### config.mk
export PLATFORM = sky130hd
export DESIGN_NAME = matrix_add_sub_mul_engine_unit
export DESIGN_NICKNAME = d
export VERILOG_FILES = /design/src/mase_pkg.sv /design/src/mase_ram.sv /design/src/matrix_add_sub_mul_engine_unit.sv
export SDC_FILE = /design/constraint.sdc
export NUM_CORES = 2
export LEC_CHECK = 0
export BUFFER_PORTS_ARGS = -buffer_cell sky130_fd_sc_hd__buf_4
export CAP_MARGIN = 20
export CORE_ASPECT_RATIO = 0.5
export CORE_MARGIN = 1
export CORE_UTILIZATION = 42
export CTS_CLUSTER_DIAMETER = 30
export DETAILED_ROUTE_END_ITERATION = 6
export MAX_ROUTING_LAYER = met4
export RECOVER_POWER = 100
export SYNTH_ARGS = -nofsm -noshare
export SYNTH_HDL_FRONTEND = slang
export SYNTH_SLANG_ARGS = --single-unit
### constraint.sdc
create_clock -name i_clk -period 9.7 [get_ports i_clk]
set_input_delay 0.97 -clock i_clk [delete_from_list [all_inputs] [get_ports i_clk]]
set_output_delay 0.97 -clock i_clk [all_outputs]
set_load 0.01 [all_outputs]
### src/mase_pkg.sv
// Shared constants, codes and types of the matrix add / subtract / multiply engine.
// Used by the engine top level; no dependencies.
`default_nettype none

package mase_pkg;

    localparam int MAX_DIM   = 8;
    localparam int FRAC_BITS = 8;

    localparam int VAL_W     = 16;
    localparam int RES_W     = 35;
    localparam int POS_W     = 3;
    localparam int DIM_W     = 4;
    localparam int OP_W      = 2;
    localparam int MODE_W    = 2;
    localparam int CFG_IDX_W = 2;
    localparam int CFG_W     = 4;

    localparam int IDX_W  = (MAX_DIM > 1) ? $clog2(MAX_DIM) : 1;
    localparam int DEPTH  = MAX_DIM * MAX_DIM;
    localparam int ADDR_W = (DEPTH > 1) ? $clog2(DEPTH) : 1;
    localparam int CNT_W  = $clog2(MAX_DIM + 1);
    localparam int ACC_W  = RES_W + CNT_W;

    localparam logic [OP_W-1:0] OP_ADD = 2'd0;
    localparam logic [OP_W-1:0] OP_SUB = 2'd1;
    localparam logic [OP_W-1:0] OP_MUL = 2'd2;

    localparam logic [MODE_W-1:0] MODE_WR_A    = 2'd0;
    localparam logic [MODE_W-1:0] MODE_WR_B    = 2'd1;
    localparam logic [MODE_W-1:0] MODE_COMPUTE = 2'd2;

    localparam logic [CFG_IDX_W-1:0] CFG_OPERATION = 2'd0;
    localparam logic [CFG_IDX_W-1:0] CFG_ROWS_A    = 2'd1;
    localparam logic [CFG_IDX_W-1:0] CFG_COLS_A    = 2'd2;
    localparam logic [CFG_IDX_W-1:0] CFG_COLS_B    = 2'd3;

    typedef enum logic [1:0] {
        ST_IDLE,
        ST_READ,
        ST_DRAIN
    } t_state;

endpackage

`default_nettype wire

### src/mase_ram.sv
// Generic single-write, single-read synchronous RAM with registered read data.
// No dependencies.
`default_nettype none

module mase_ram #(
    parameter int WIDTH = 16,
    parameter int DEPTH = 64
) (
    input  wire logic                                     i_clk,
    input  wire logic                                     i_we,
    input  wire logic [((DEPTH > 1) ? $clog2(DEPTH) : 1)-1:0] i_waddr,
    input  wire logic [WIDTH-1:0]                         i_wdata,
    input  wire logic [((DEPTH > 1) ? $clog2(DEPTH) : 1)-1:0] i_raddr,
    output logic      [WIDTH-1:0]                         o_rdata
);

    logic [WIDTH-1:0] r_mem [DEPTH];

    always_ff @(posedge i_clk) begin
        if (i_we) begin
            r_mem[i_waddr] <= i_wdata;
        end
        o_rdata <= r_mem[i_raddr];
    end

endmodule

`default_nettype wire

### src/matrix_add_sub_mul_engine_unit.sv
// Matrix add / subtract / multiply engine: two element stores, sequencer and accumulator.
// Depends on mase_pkg and mase_ram.
// Load transactions: one per cycle while the engine is idle (o_in_stall low). Compute: each
// result element takes one store read (one per inner step for a product), then a two-stage
// multiply/accumulate drain. Synchronous active-low reset clears the stores through
// per-entry valid bits (instantly, no sweep) and sets operation to product, dims to 8.
`default_nettype none

module matrix_add_sub_mul_engine_unit (
    input  wire logic                                i_clk,
    input  wire logic                                i_rst_n,
    input  wire logic                                i_cfg_we,
    input  wire logic [mase_pkg::CFG_IDX_W-1:0]      i_cfg_index,
    input  wire logic [mase_pkg::CFG_W-1:0]          i_cfg_data,
    input  wire logic                                i_in_valid,
    output logic                                     o_in_stall,
    input  wire logic [mase_pkg::MODE_W-1:0]         i_mode,
    input  wire logic [mase_pkg::POS_W-1:0]          i_row,
    input  wire logic [mase_pkg::POS_W-1:0]          i_col,
    input  wire logic signed [mase_pkg::VAL_W-1:0]   i_value,
    output logic                                     o_out_valid,
    input  wire logic                                i_out_stall,
    output logic [mase_pkg::POS_W-1:0]               o_out_row,
    output logic [mase_pkg::POS_W-1:0]               o_out_col,
    output logic signed [mase_pkg::RES_W-1:0]        o_result,
    output logic                                     o_last
);

    import mase_pkg::*;

    localparam logic signed [ACC_W-1:0] SAT_HI =
        {{(ACC_W-RES_W+1){1'b0}}, {(RES_W-1){1'b1}}};
    localparam logic signed [ACC_W-1:0] SAT_LO =
        {{(ACC_W-RES_W+1){1'b1}}, {(RES_W-1){1'b0}}};

    function automatic logic [IDX_W-1:0] dim_last(input logic [DIM_W-1:0] d);
        if (int'(d) > MAX_DIM) begin
            return IDX_W'(MAX_DIM - 1);
        end else if (d == '0) begin
            return '0;
        end else begin
            return IDX_W'(d - DIM_W'(1));
        end
    endfunction

    function automatic logic [ADDR_W-1:0] addr_of(input logic [IDX_W-1:0] r,
                                                  input logic [IDX_W-1:0] c);
        return ADDR_W'(ADDR_W'(r) * ADDR_W'(MAX_DIM) + ADDR_W'(c));
    endfunction

    t_state r_state, n_state;

    logic [OP_W-1:0]  r_cfg_op;
    logic [DIM_W-1:0] r_cfg_rows_a, r_cfg_cols_a, r_cfg_cols_b;

    logic [IDX_W-1:0] r_r, r_c, r_k, n_r, n_c, n_k;
    logic [DEPTH-1:0] r_vld_a, r_vld_b;

    logic                    r_rd_vld, r_msk_a, r_msk_b;
    logic                    r_term_vld;
    logic signed [ACC_W-1:0] r_term, r_acc;

    logic                    r_out_vld, r_out_last;
    logic [POS_W-1:0]        r_out_row, r_out_col;
    logic signed [RES_W-1:0] r_out_res;

    logic [IDX_W-1:0]  w_nr_last, w_ni_last, w_nc_last;
    logic              w_in_acc, w_start, w_issue, w_emit, w_out_free, w_pipe_idle;
    logic              w_k_done, w_elem_last, w_op_ok, w_wr_ok, w_we_a, w_we_b;
    logic [ADDR_W-1:0] w_waddr, w_addr_a, w_addr_b;
    logic [VAL_W-1:0]  w_q_a, w_q_b;
    logic signed [VAL_W-1:0]   w_a, w_b;
    logic signed [VAL_W:0]     w_sum;
    logic signed [2*VAL_W-1:0] w_prod;
    logic signed [ACC_W-1:0]   w_term, w_sat;

    mase_ram #(.WIDTH(VAL_W), .DEPTH(DEPTH)) u_store_a (
        .i_clk  (i_clk),
        .i_we   (w_we_a),
        .i_waddr(w_waddr),
        .i_wdata(i_value),
        .i_raddr(w_addr_a),
        .o_rdata(w_q_a)
    );

    mase_ram #(.WIDTH(VAL_W), .DEPTH(DEPTH)) u_store_b (
        .i_clk  (i_clk),
        .i_we   (w_we_b),
        .i_waddr(w_waddr),
        .i_wdata(i_value),
        .i_raddr(w_addr_b),
        .o_rdata(w_q_b)
    );

    always_comb begin
        w_nr_last = dim_last(r_cfg_rows_a);
        w_ni_last = dim_last(r_cfg_cols_a);
        w_nc_last = (r_cfg_op == OP_MUL) ? dim_last(r_cfg_cols_b) : w_ni_last;
        w_op_ok   = (r_cfg_op == OP_ADD) || (r_cfg_op == OP_SUB) || (r_cfg_op == OP_MUL);

        w_out_free  = !r_out_vld || !i_out_stall;
        w_pipe_idle = !r_rd_vld && !r_term_vld;
        w_k_done    = (r_cfg_op != OP_MUL) || (r_k == w_ni_last);
        w_elem_last = (r_r == w_nr_last) && (r_c == w_nc_last);

        w_waddr = addr_of(IDX_W'(i_row), IDX_W'(i_col));
        if (r_cfg_op == OP_MUL) begin
            w_addr_a = addr_of(r_r, r_k);
            w_addr_b = addr_of(r_k, r_c);
        end else begin
            w_addr_a = addr_of(r_r, r_c);
            w_addr_b = addr_of(r_r, r_c);
        end
    end

    // Outputs of the sequencer
    always_comb begin
        o_in_stall = (r_state != ST_IDLE);
        w_in_acc   = i_in_valid && (r_state == ST_IDLE);
        w_start    = w_in_acc && (i_mode == MODE_COMPUTE) && w_op_ok;
        w_issue    = (r_state == ST_READ);
        w_emit     = (r_state == ST_DRAIN) && w_pipe_idle && w_out_free;
        w_wr_ok    = w_in_acc && (int'(i_row) < MAX_DIM) && (int'(i_col) < MAX_DIM);
        w_we_a     = w_wr_ok && (i_mode == MODE_WR_A);
        w_we_b     = w_wr_ok && (i_mode == MODE_WR_B);

        n_r = r_r;
        n_c = r_c;
        n_k = r_k;
        if (w_start) begin
            n_r = '0;
            n_c = '0;
            n_k = '0;
        end else if (w_issue && !w_k_done) begin
            n_k = r_k + IDX_W'(1);
        end else if (w_emit) begin
            n_k = '0;
            if (r_c == w_nc_last) begin
                n_c = '0;
                n_r = r_r + IDX_W'(1);
            end else begin
                n_c = r_c + IDX_W'(1);
            end
        end
    end

    always_comb begin
        n_state = r_state;
        unique case (r_state)
            ST_IDLE: begin
                if (w_start) begin
                    n_state = ST_READ;
                end
            end
            ST_READ: begin
                if (w_k_done) begin
                    n_state = ST_DRAIN;
                end
            end
            ST_DRAIN: begin
                if (w_emit) begin
                    n_state = w_elem_last ? ST_IDLE : ST_READ;
                end
            end
            default: n_state = ST_IDLE;
        endcase
    end

    // Term formation: masked store data, then scaled sum/difference or product
    always_comb begin
        w_a    = r_msk_a ? signed'(w_q_a) : '0;
        w_b    = r_msk_b ? signed'(w_q_b) : '0;
        w_sum  = (r_cfg_op == OP_SUB) ? ((VAL_W+1)'(w_a) - (VAL_W+1)'(w_b))
                                      : ((VAL_W+1)'(w_a) + (VAL_W+1)'(w_b));
        w_prod = (2*VAL_W)'(w_a) * (2*VAL_W)'(w_b);
        if (r_cfg_op == OP_MUL) begin
            w_term = ACC_W'(w_prod);
        end else begin
            w_term = ACC_W'(w_sum) <<< FRAC_BITS;
        end

        if (r_acc > SAT_HI) begin
            w_sat = SAT_HI;
        end else if (r_acc < SAT_LO) begin
            w_sat = SAT_LO;
        end else begin
            w_sat = r_acc;
        end
    end

    always_ff @(posedge i_clk) begin
        if (!i_rst_n) begin
            r_state      <= ST_IDLE;
            r_cfg_op     <= OP_MUL;
            r_cfg_rows_a <= DIM_W'(8);
            r_cfg_cols_a <= DIM_W'(8);
            r_cfg_cols_b <= DIM_W'(8);
            r_vld_a      <= '0;
            r_vld_b      <= '0;
            r_rd_vld     <= 1'b0;
            r_term_vld   <= 1'b0;
            r_out_vld    <= 1'b0;
        end else begin
            r_state    <= n_state;
            r_rd_vld   <= w_issue;
            r_term_vld <= r_rd_vld;

            if (w_we_a) begin
                r_vld_a[w_waddr] <= 1'b1;
            end
            if (w_we_b) begin
                r_vld_b[w_waddr] <= 1'b1;
            end

            if (i_cfg_we) begin
                unique case (i_cfg_index)
                    CFG_OPERATION: r_cfg_op     <= i_cfg_data[OP_W-1:0];
                    CFG_ROWS_A:    r_cfg_rows_a <= i_cfg_data[DIM_W-1:0];
                    CFG_COLS_A:    r_cfg_cols_a <= i_cfg_data[DIM_W-1:0];
                    CFG_COLS_B:    r_cfg_cols_b <= i_cfg_data[DIM_W-1:0];
                    default: ;
                endcase
            end

            if (w_emit) begin
                r_out_vld <= 1'b1;
            end else if (!i_out_stall) begin
                r_out_vld <= 1'b0;
            end
        end
    end

    always_ff @(posedge i_clk) begin
        r_r     <= n_r;
        r_c     <= n_c;
        r_k     <= n_k;
        r_msk_a <= r_vld_a[w_addr_a];
        r_msk_b <= r_vld_b[w_addr_b];
        r_term  <= w_term;

        if (w_start || w_emit) begin
            r_acc <= '0;
        end else if (r_term_vld) begin
            r_acc <= r_acc + r_term;
        end

        if (w_emit) begin
            r_out_row  <= POS_W'(r_r);
            r_out_col  <= POS_W'(r_c);
            r_out_res  <= RES_W'(w_sat);
            r_out_last <= w_elem_last;
        end
    end

    assign o_out_valid = r_out_vld;
    assign o_out_row   = r_out_row;
    assign o_out_col   = r_out_col;
    assign o_result    = r_out_res;
    assign o_last      = r_out_last;

endmodule

`default_nettype wire

# After elaboration in Yosys (flattened, before gate mapping)

Memory sizes are Yosys's and may differ from the RTL's. A register that Yosys moved wholly into a read port is not among the register bits.
Index checks and enable logic that the tools add are counted.

$add $sub $neg: 13
Multiply operators: 1
Divide/modulo/power cells: 0
$lt $le $gt $ge: 9
Equality and inequality tests: 17
Shift-type cells: 0
Multiplexer cells: 34
Bitwise gates (word level): 3
Reduce and logical (&&, ||, !) cells: 37

Operators by type and width:

| kind                                                                              | number |
|---|---|
| 64-bit OR                                                                         | 2 |
| 39-bit adder                                                                      | 1 |
| 39-bit by 35-bit greater-than comparator with 1-bit output, second input constant | 1 |
| 39-bit by 35-bit less-than comparator with 1-bit output, second input constant    | 1 |
| 39-bit 2-to-1 mux                                                                 | 1 |
| 35-bit 2-to-1 mux                                                                 | 1 |
| 16-bit by 16-bit multiplier with 32-bit output                                    | 1 |
| 16-bit 2-to-1 mux                                                                 | 2 |
| 3-bit 2-to-1 mux                                                                  | 10 |
| 6-bit by 3-bit adder with 6-bit output                                            | 4 |
| 6-bit by 7-bit less-than comparator with 1-bit output, second input constant      | 3 |
| 16-bit by 16-bit adder with 17-bit output                                         | 1 |
| 17-bit 2-to-1 mux                                                                 | 1 |
| 16-bit by 16-bit subtractor with 17-bit output                                    | 1 |
| 1-bit binary-select mux with 6-bit select                                         | 2 |
| 4-bit greater-than comparator, second input constant                              | 3 |
| 4-bit zero test                                                                   | 3 |
| 6-bit 2-to-1 mux                                                                  | 2 |
| 1-bit logical AND                                                                 | 11 |
| 2-bit equality test, second input constant                                        | 5 |
| 1-bit 2-to-1 mux                                                                  | 10 |
| 2-bit AND reduction                                                               | 5 |
| 3-bit by 1-bit adder with 3-bit output, second input constant                     | 3 |
| 3-bit equality test                                                               | 3 |
| other kinds (14)                                                                  | 37 |

Register bits after elaboration: 278
Bits in latches: 0
RAM bits: 2048
Bits in read-only memories: 0
Output and inout bits: 44
Logic and storage cells: 138
Memories kept: 2

Memories:

| name            | depth | bits a word | rd ports | clocked after memory_dff | wr ports | line           | RTL |
|---|---|---|---|---|---|---|---|
| u_store_a.r_mem | 64    | 16          | 1        | 1                        | 1        | mase_ram.sv:17 | `logic [WIDTH-1:0] r_mem [DEPTH];` |
| u_store_b.r_mem | 64    | 16          | 1        | 1                        | 1        | mase_ram.sv:17 |  |

# Longest topological paths before layout

Word-level depth: 9
Gate-level depth with buffers: 27
Depth with buffers taken out: 24

# By module

A second synthesis with hierarchy kept.

Cell total of the unflattened synthesis: 6263
Area, all modules: 103491.8 um^2

By module, submodules not included:

| module                         | times used | cells an instance | area an instance (um^2) |
|---|---|---|---|
| mase_ram                       | 2          | 1829              | 40042.2 |
| matrix_add_sub_mul_engine_unit | 1          | 2605              | 23407.4 |

# Worst setup path before layout

No wires, ideal clock.

Path type: flip-flop to flip-flop
Start: reg r_msk_b
End: reg r_term[37]
Library setup time: 0.116 ns
Data arrival time: 6.717 ns
Required time: 9.584 ns
Slack: 2.867 ns
Stages on the path, launching flop included: 27
Buffers on the path: 4
Clock period less this slack: 6.833 ns
Cell sequence: dfxtp_1 -> clkbuf_1 -> clkbuf_1 -> clkbuf_1 -> nand2_1 -> clkbuf_1 -> nor2_1 -> fa_1 -> inv_1 -> fa_1 -> fa_1 -> inv_1 -> fa_1 -> fa_1 -> inv_1 -> fa_1 -> inv_1 -> ha_1 -> o21ai_0 -> nor2_1 -> a31oi_1 -> o31ai_1 -> a21oi_1 -> or3_1 -> a311oi_1 -> nand3_1 -> a41o_1

Cells in the longest elaborated chain, start to end: 4
Elaborated cells on any way between the ends: 6
Classes of those cells: 2 x add/sub; 1 x mul; 3 x mux

Ends and longest elaborated chain:

| what                                                                                                   | line                                  | RTL |
|---|---|---|
| from (decl)                                                                                            | matrix_add_sub_mul_engine_unit.sv:59  | `logic r_rd_vld, r_msk_a, r_msk_b;` |
| from (signal assigned)                                                                                 | matrix_add_sub_mul_engine_unit.sv:238 | `r_msk_b <= r_vld_b[w_addr_b];` |
| 16-bit 2-to-1 mux (*)                                                                                  | matrix_add_sub_mul_engine_unit.sv:172 | `w_b = r_msk_b ? signed'(w_q_b) : '0;` |
| parallel branches: the longest is 2 deep, another holds 16-bit by 16-bit multiplier with 32-bit output | n/a                                   |  |
| 39-bit 2-to-1 mux (*)                                                                                  | matrix_add_sub_mul_engine_unit.sv:176 | `if (r_cfg_op == OP_MUL) begin` |
| to (signal assigned)                                                                                   | matrix_add_sub_mul_engine_unit.sv:239 | `r_term <= w_term;` |
| to (decl)                                                                                              | matrix_add_sub_mul_engine_unit.sv:61  | `logic signed [ACC_W-1:0] r_term, r_acc;` |

Mark *: on every way between the ends.
A chain may end at the register's enable or synchronous reset.

# Worst setup path after layout

Ends and elaborated chain as after synthesis.

==> results.md <==
- Worst hold start: i_cfg_data[3]
- Port Buffers: slightly below 80
- DIE AREA: 244000 um^2
- Clk_lat worst skew: approximately 850 ps
- Hold Buf Count CTS: 0
- Maxcap violations: 74
- Htree depth: 5
- Fin. Hold Viols: 0
- Logic gate share of total power: a little over a fifth
- Setup Crit Path Kind: flop to flop
- CTS Sinks: ~2400
- Fin nets: 6301
- All-Layer GR Usage: roughly 22%
- Violated checks: max-capacitance violations, max-slew violations
- Worst EP required: a little over 10000 ps
- Crit Path Max Fanout: 38
- Initial Util: between 40% and 50%
- Startpoint types: flop
- Switching Fraction: roughly 28%
- Crit. End Element: flop
- FILL cells: between 15000 and 20000
- Mapped Area: 101000 um^2
- Synthesized instance count: approximately 5500
- Io pins: between 70 and 80
- GPL Wtd Cong: approximately 0.90
- Minimum clock period: approximately 8500 ps
- Initial antenna violation count: 23
- P_leak: between 30 and 40 nW
- # setup viols final: 0
- CP max stage delay: roughly 910 ps
- Drt via density: roughly 5.7
- Flop and latch count out of synthesis: 2351
- Synth warn: 0
- Worst hold path class: primary input to flop
- Clk pwr share: between 30% and 40%
- Sequential area share after synthesis: about two thirds
- Syn_area_per_cell: 18.3 um^2
- Area grow syn2layout: 15.1%
- Num CTS Buffers: 321
- Arr. time, crit path: around 9200 ps
- RR Endpoint: r_term[37]
- Clk pin slew, worst setup/hold paths: about 50 ps
- Final Skew: a little over 70 ps
- Ys flop type: edfxtp_1
- Via count: approximately 53000
- Reg2reg start: r_msk_b
- First-pass GRT wire length: ~380000 um
- Pins Over Slew Limit: between 3000 and 4000
- CTS tree: done
- Fmax: approximately 120 MHz
- P_sw: around 0.0084 W
- Drt first-iter violations: ~5600
- Routed Antenna Nets: 0
- PwrDens: 255 nW/um^2
- Fin Setup TNS: 0 ps
- EDFF count, synth: between 2000 and 2500
- Synth async-reset ratio: 0%
- Run status: finished, violations left
- Worst slew pin tran: between 5000 and 6000 ps
- Post-CTS Resized: 0
- Die width: between 600 and 700 um
- Root buffer cell: clkbuf_16
- Period utilization: 88.0%
- Largest net degree at the start of global routing: approximately 130
- Wirelength per Cell: ~28 um
- Synth Net Count: 5974
- Residual DRC: 0
- Placed Area: roughly 110000 um^2
- Yosys cell types: 77
- Final wirelength: approximately 260000 um
- Maximum VDD drop: between 0.3 and 0.4 mV
- CTS max path bufs: 4
- Dpl hpwl: around 160000 um
- Die H: ~350 um
- Design Area, Final: 117000 um^2
- Row count: 127
- Number of global-route vias before repair: around 54000
- Part of the power in registers: about two fifths
- Grt ovf: 0
- Hold path endpoint: r_cfg_cols_a[3]
- Flop-to-flop setup slack: between 1000 and 1500 ps
- Hold path depth: 3
- Slew HR: -243%
- Worst Reg-to-Reg Cells: 24
- RSZ-0062 raised after global routing: false
- Layout cell share with drive strength beyond 1: between 20% and 30%
- Worst path slowest cell: and2_0
- First-pass DRT Iterations: 6
- Pint: 0.0214 W
- # Post-CTS Setup Buffers: 0
- Critical Path, Cell by Cell: buf_4 > and2_0 > inv_1 > nor2_1 > fa_1 > fa_1 > ha_1 > inv_1 > fa_1 > inv_1 > fa_1 > inv_1 > fa_1 > inv_1 > ha_1 > o21ai_0 > a21boi_0 > a31oi_1 > o31ai_1 > a21oi_1 > or3_1 > a311oi_1 > nand3_1 > a41o_1
- Core Footprint: between 200000 and 250000 um^2
-- sequential cells by signal (all words and copies together), names as in the netlist, 16 cells and up --
| signal | count |
|---|---|
| r_vld_b | 64 |
| o_result | 35 |
| u_store_b.o_rdata | 16 |
| u_store_b.r_mem | 1024 |
| r_vld_a | 64 |
| u_store_a.o_rdata | 16 |
| r_term | 32 |
| r_acc | 39 |
| u_store_a.r_mem | 1024 |
-- layout make-up --
class | count | area (um^2) | share of cell area [%]
flip-flops and latches | 2351 | 68000 | 58.3
multi-input cells | 2598 | 31300 | 26.8
clock buffers | 371 | 8430 | 7.22
well taps | 3225 | 4040 | 3.46
clock inverters | 212 | 2380 | 2.04
repair buffers | 269 | 1300 | 1.11
inverters | 323 | 1210 | 1.04
diodes | 11 | 27.5 | 0.0236
-- cells in the mapped netlist (26+ instances only) --
cell,instances,area (um^2)
xnor2_1,68,596
o21ai_0,61,305
a211oi_1,31,233
ha_1,139,1740
o21a_1,175,1310
nand3_1,47,235
edfxtp_1,2090,62800
clkbuf_1,196,736
mux2i_1,36,360
fa_1,263,5270
nor2_1,372,1400
a31oi_1,29,181
and2_1,43,269
dfxtp_1,261,5230
a21oi_1,80,400
mux4_2,697,15700
xor2_1,26,228
nand2_1,267,1000
nor2b_1,28,175
nor3_1,27,135
buf_2,28,140
inv_1,316,1190
buf_1,31,116
a21o_1,35,263
-- metal layers --
layer	vias to the layer above	GRT usage [%]	wire length [um]
met1	28200	31.3	114000
li1	22400	-	-
met3	369	4.06	20000
met5	-	-	0
met2	2045	33.6	122000
met4	0	4.87	5480
-- cells by family after synthesis --
logic type | synth area share [%]
buffers and inverters | 2.26
multiplexers | 15.8
flip-flops | 67.0
XOR/XNOR | 0.812
AND/OR/NAND/NOR | 3.82
AO/OA/AOI/OAI | 3.31
adder cells (fa/ha/maj) | 6.92
-- worst max path at each step --
| stage | slack, ps | cells after the start | from | end |
|---|---|---|---|---|
| after global routing | 640 | 24 | r_msk_b | r_term[37] |
| after floorplan | 2870 | 26 | r_msk_b | r_term[37] |
| after CTS | 1790 | 22 | r_msk_a | r_term[37] |
| after global placement | 1990 | 22 | r_msk_a | r_term[37] |
| after detailed placement | 1820 | 22 | r_msk_a | r_term[37] |
| final | 1160 | 24 | r_msk_b | r_term[37] |
-- critical path: cells and delay by family, from the launching register on --
kind                     cells  cell delay (ps)
adder cells (fa/ha/maj)      7             2950
AO/OA/AOI/OAI                7             2440
AND/OR/NAND/NOR              4             1760
buffers and inverters        6              920
flip-flops                   1              300
-- power by group through the flow --
| stage | clock (W) | sequential (W) | combinational [W] |
|---|---|---|---|
| floorplan | 0 | 0.0115 | 0.00447 |
| global placement | 0 | 0.0116 | 0.00648 |
| detailed placement | 0 | 0.0116 | 0.00653 |
| CTS | 0.0119 | 0.0114 | 0.00655 |
| global route | 0.0124 | 0.0115 | 0.00695 |
| finish | 0.0118 | 0.0115 | 0.00655 |
-- through the flow --
stage	worst slack (ps)	utilization (%)	power (W)	hold slack, ps	std cells
CTS	1790	49.0	0.0299	332	9345
global route	642	48.7	0.0308	367	9359
detailed placement	1820	44.5	0.0182	443	8762
global placement	1990	44.5	0.0181	440	8758
finish	1160	48.7	0.0298	383	9360
floorplan	2870	-	0.0160	406	5537
-- layout by cell type, fill, tap and decap left out, drive strengths merged, types with 139 or more instances in the layout --
cell type	instances
fa	263
nor2	372
mux4	697
ha	139
dfxtp	261
inv	376
nand2	267
edfxtp	2090
o21a	175
clkbuf	590
(Power assumes the default switching activity.)
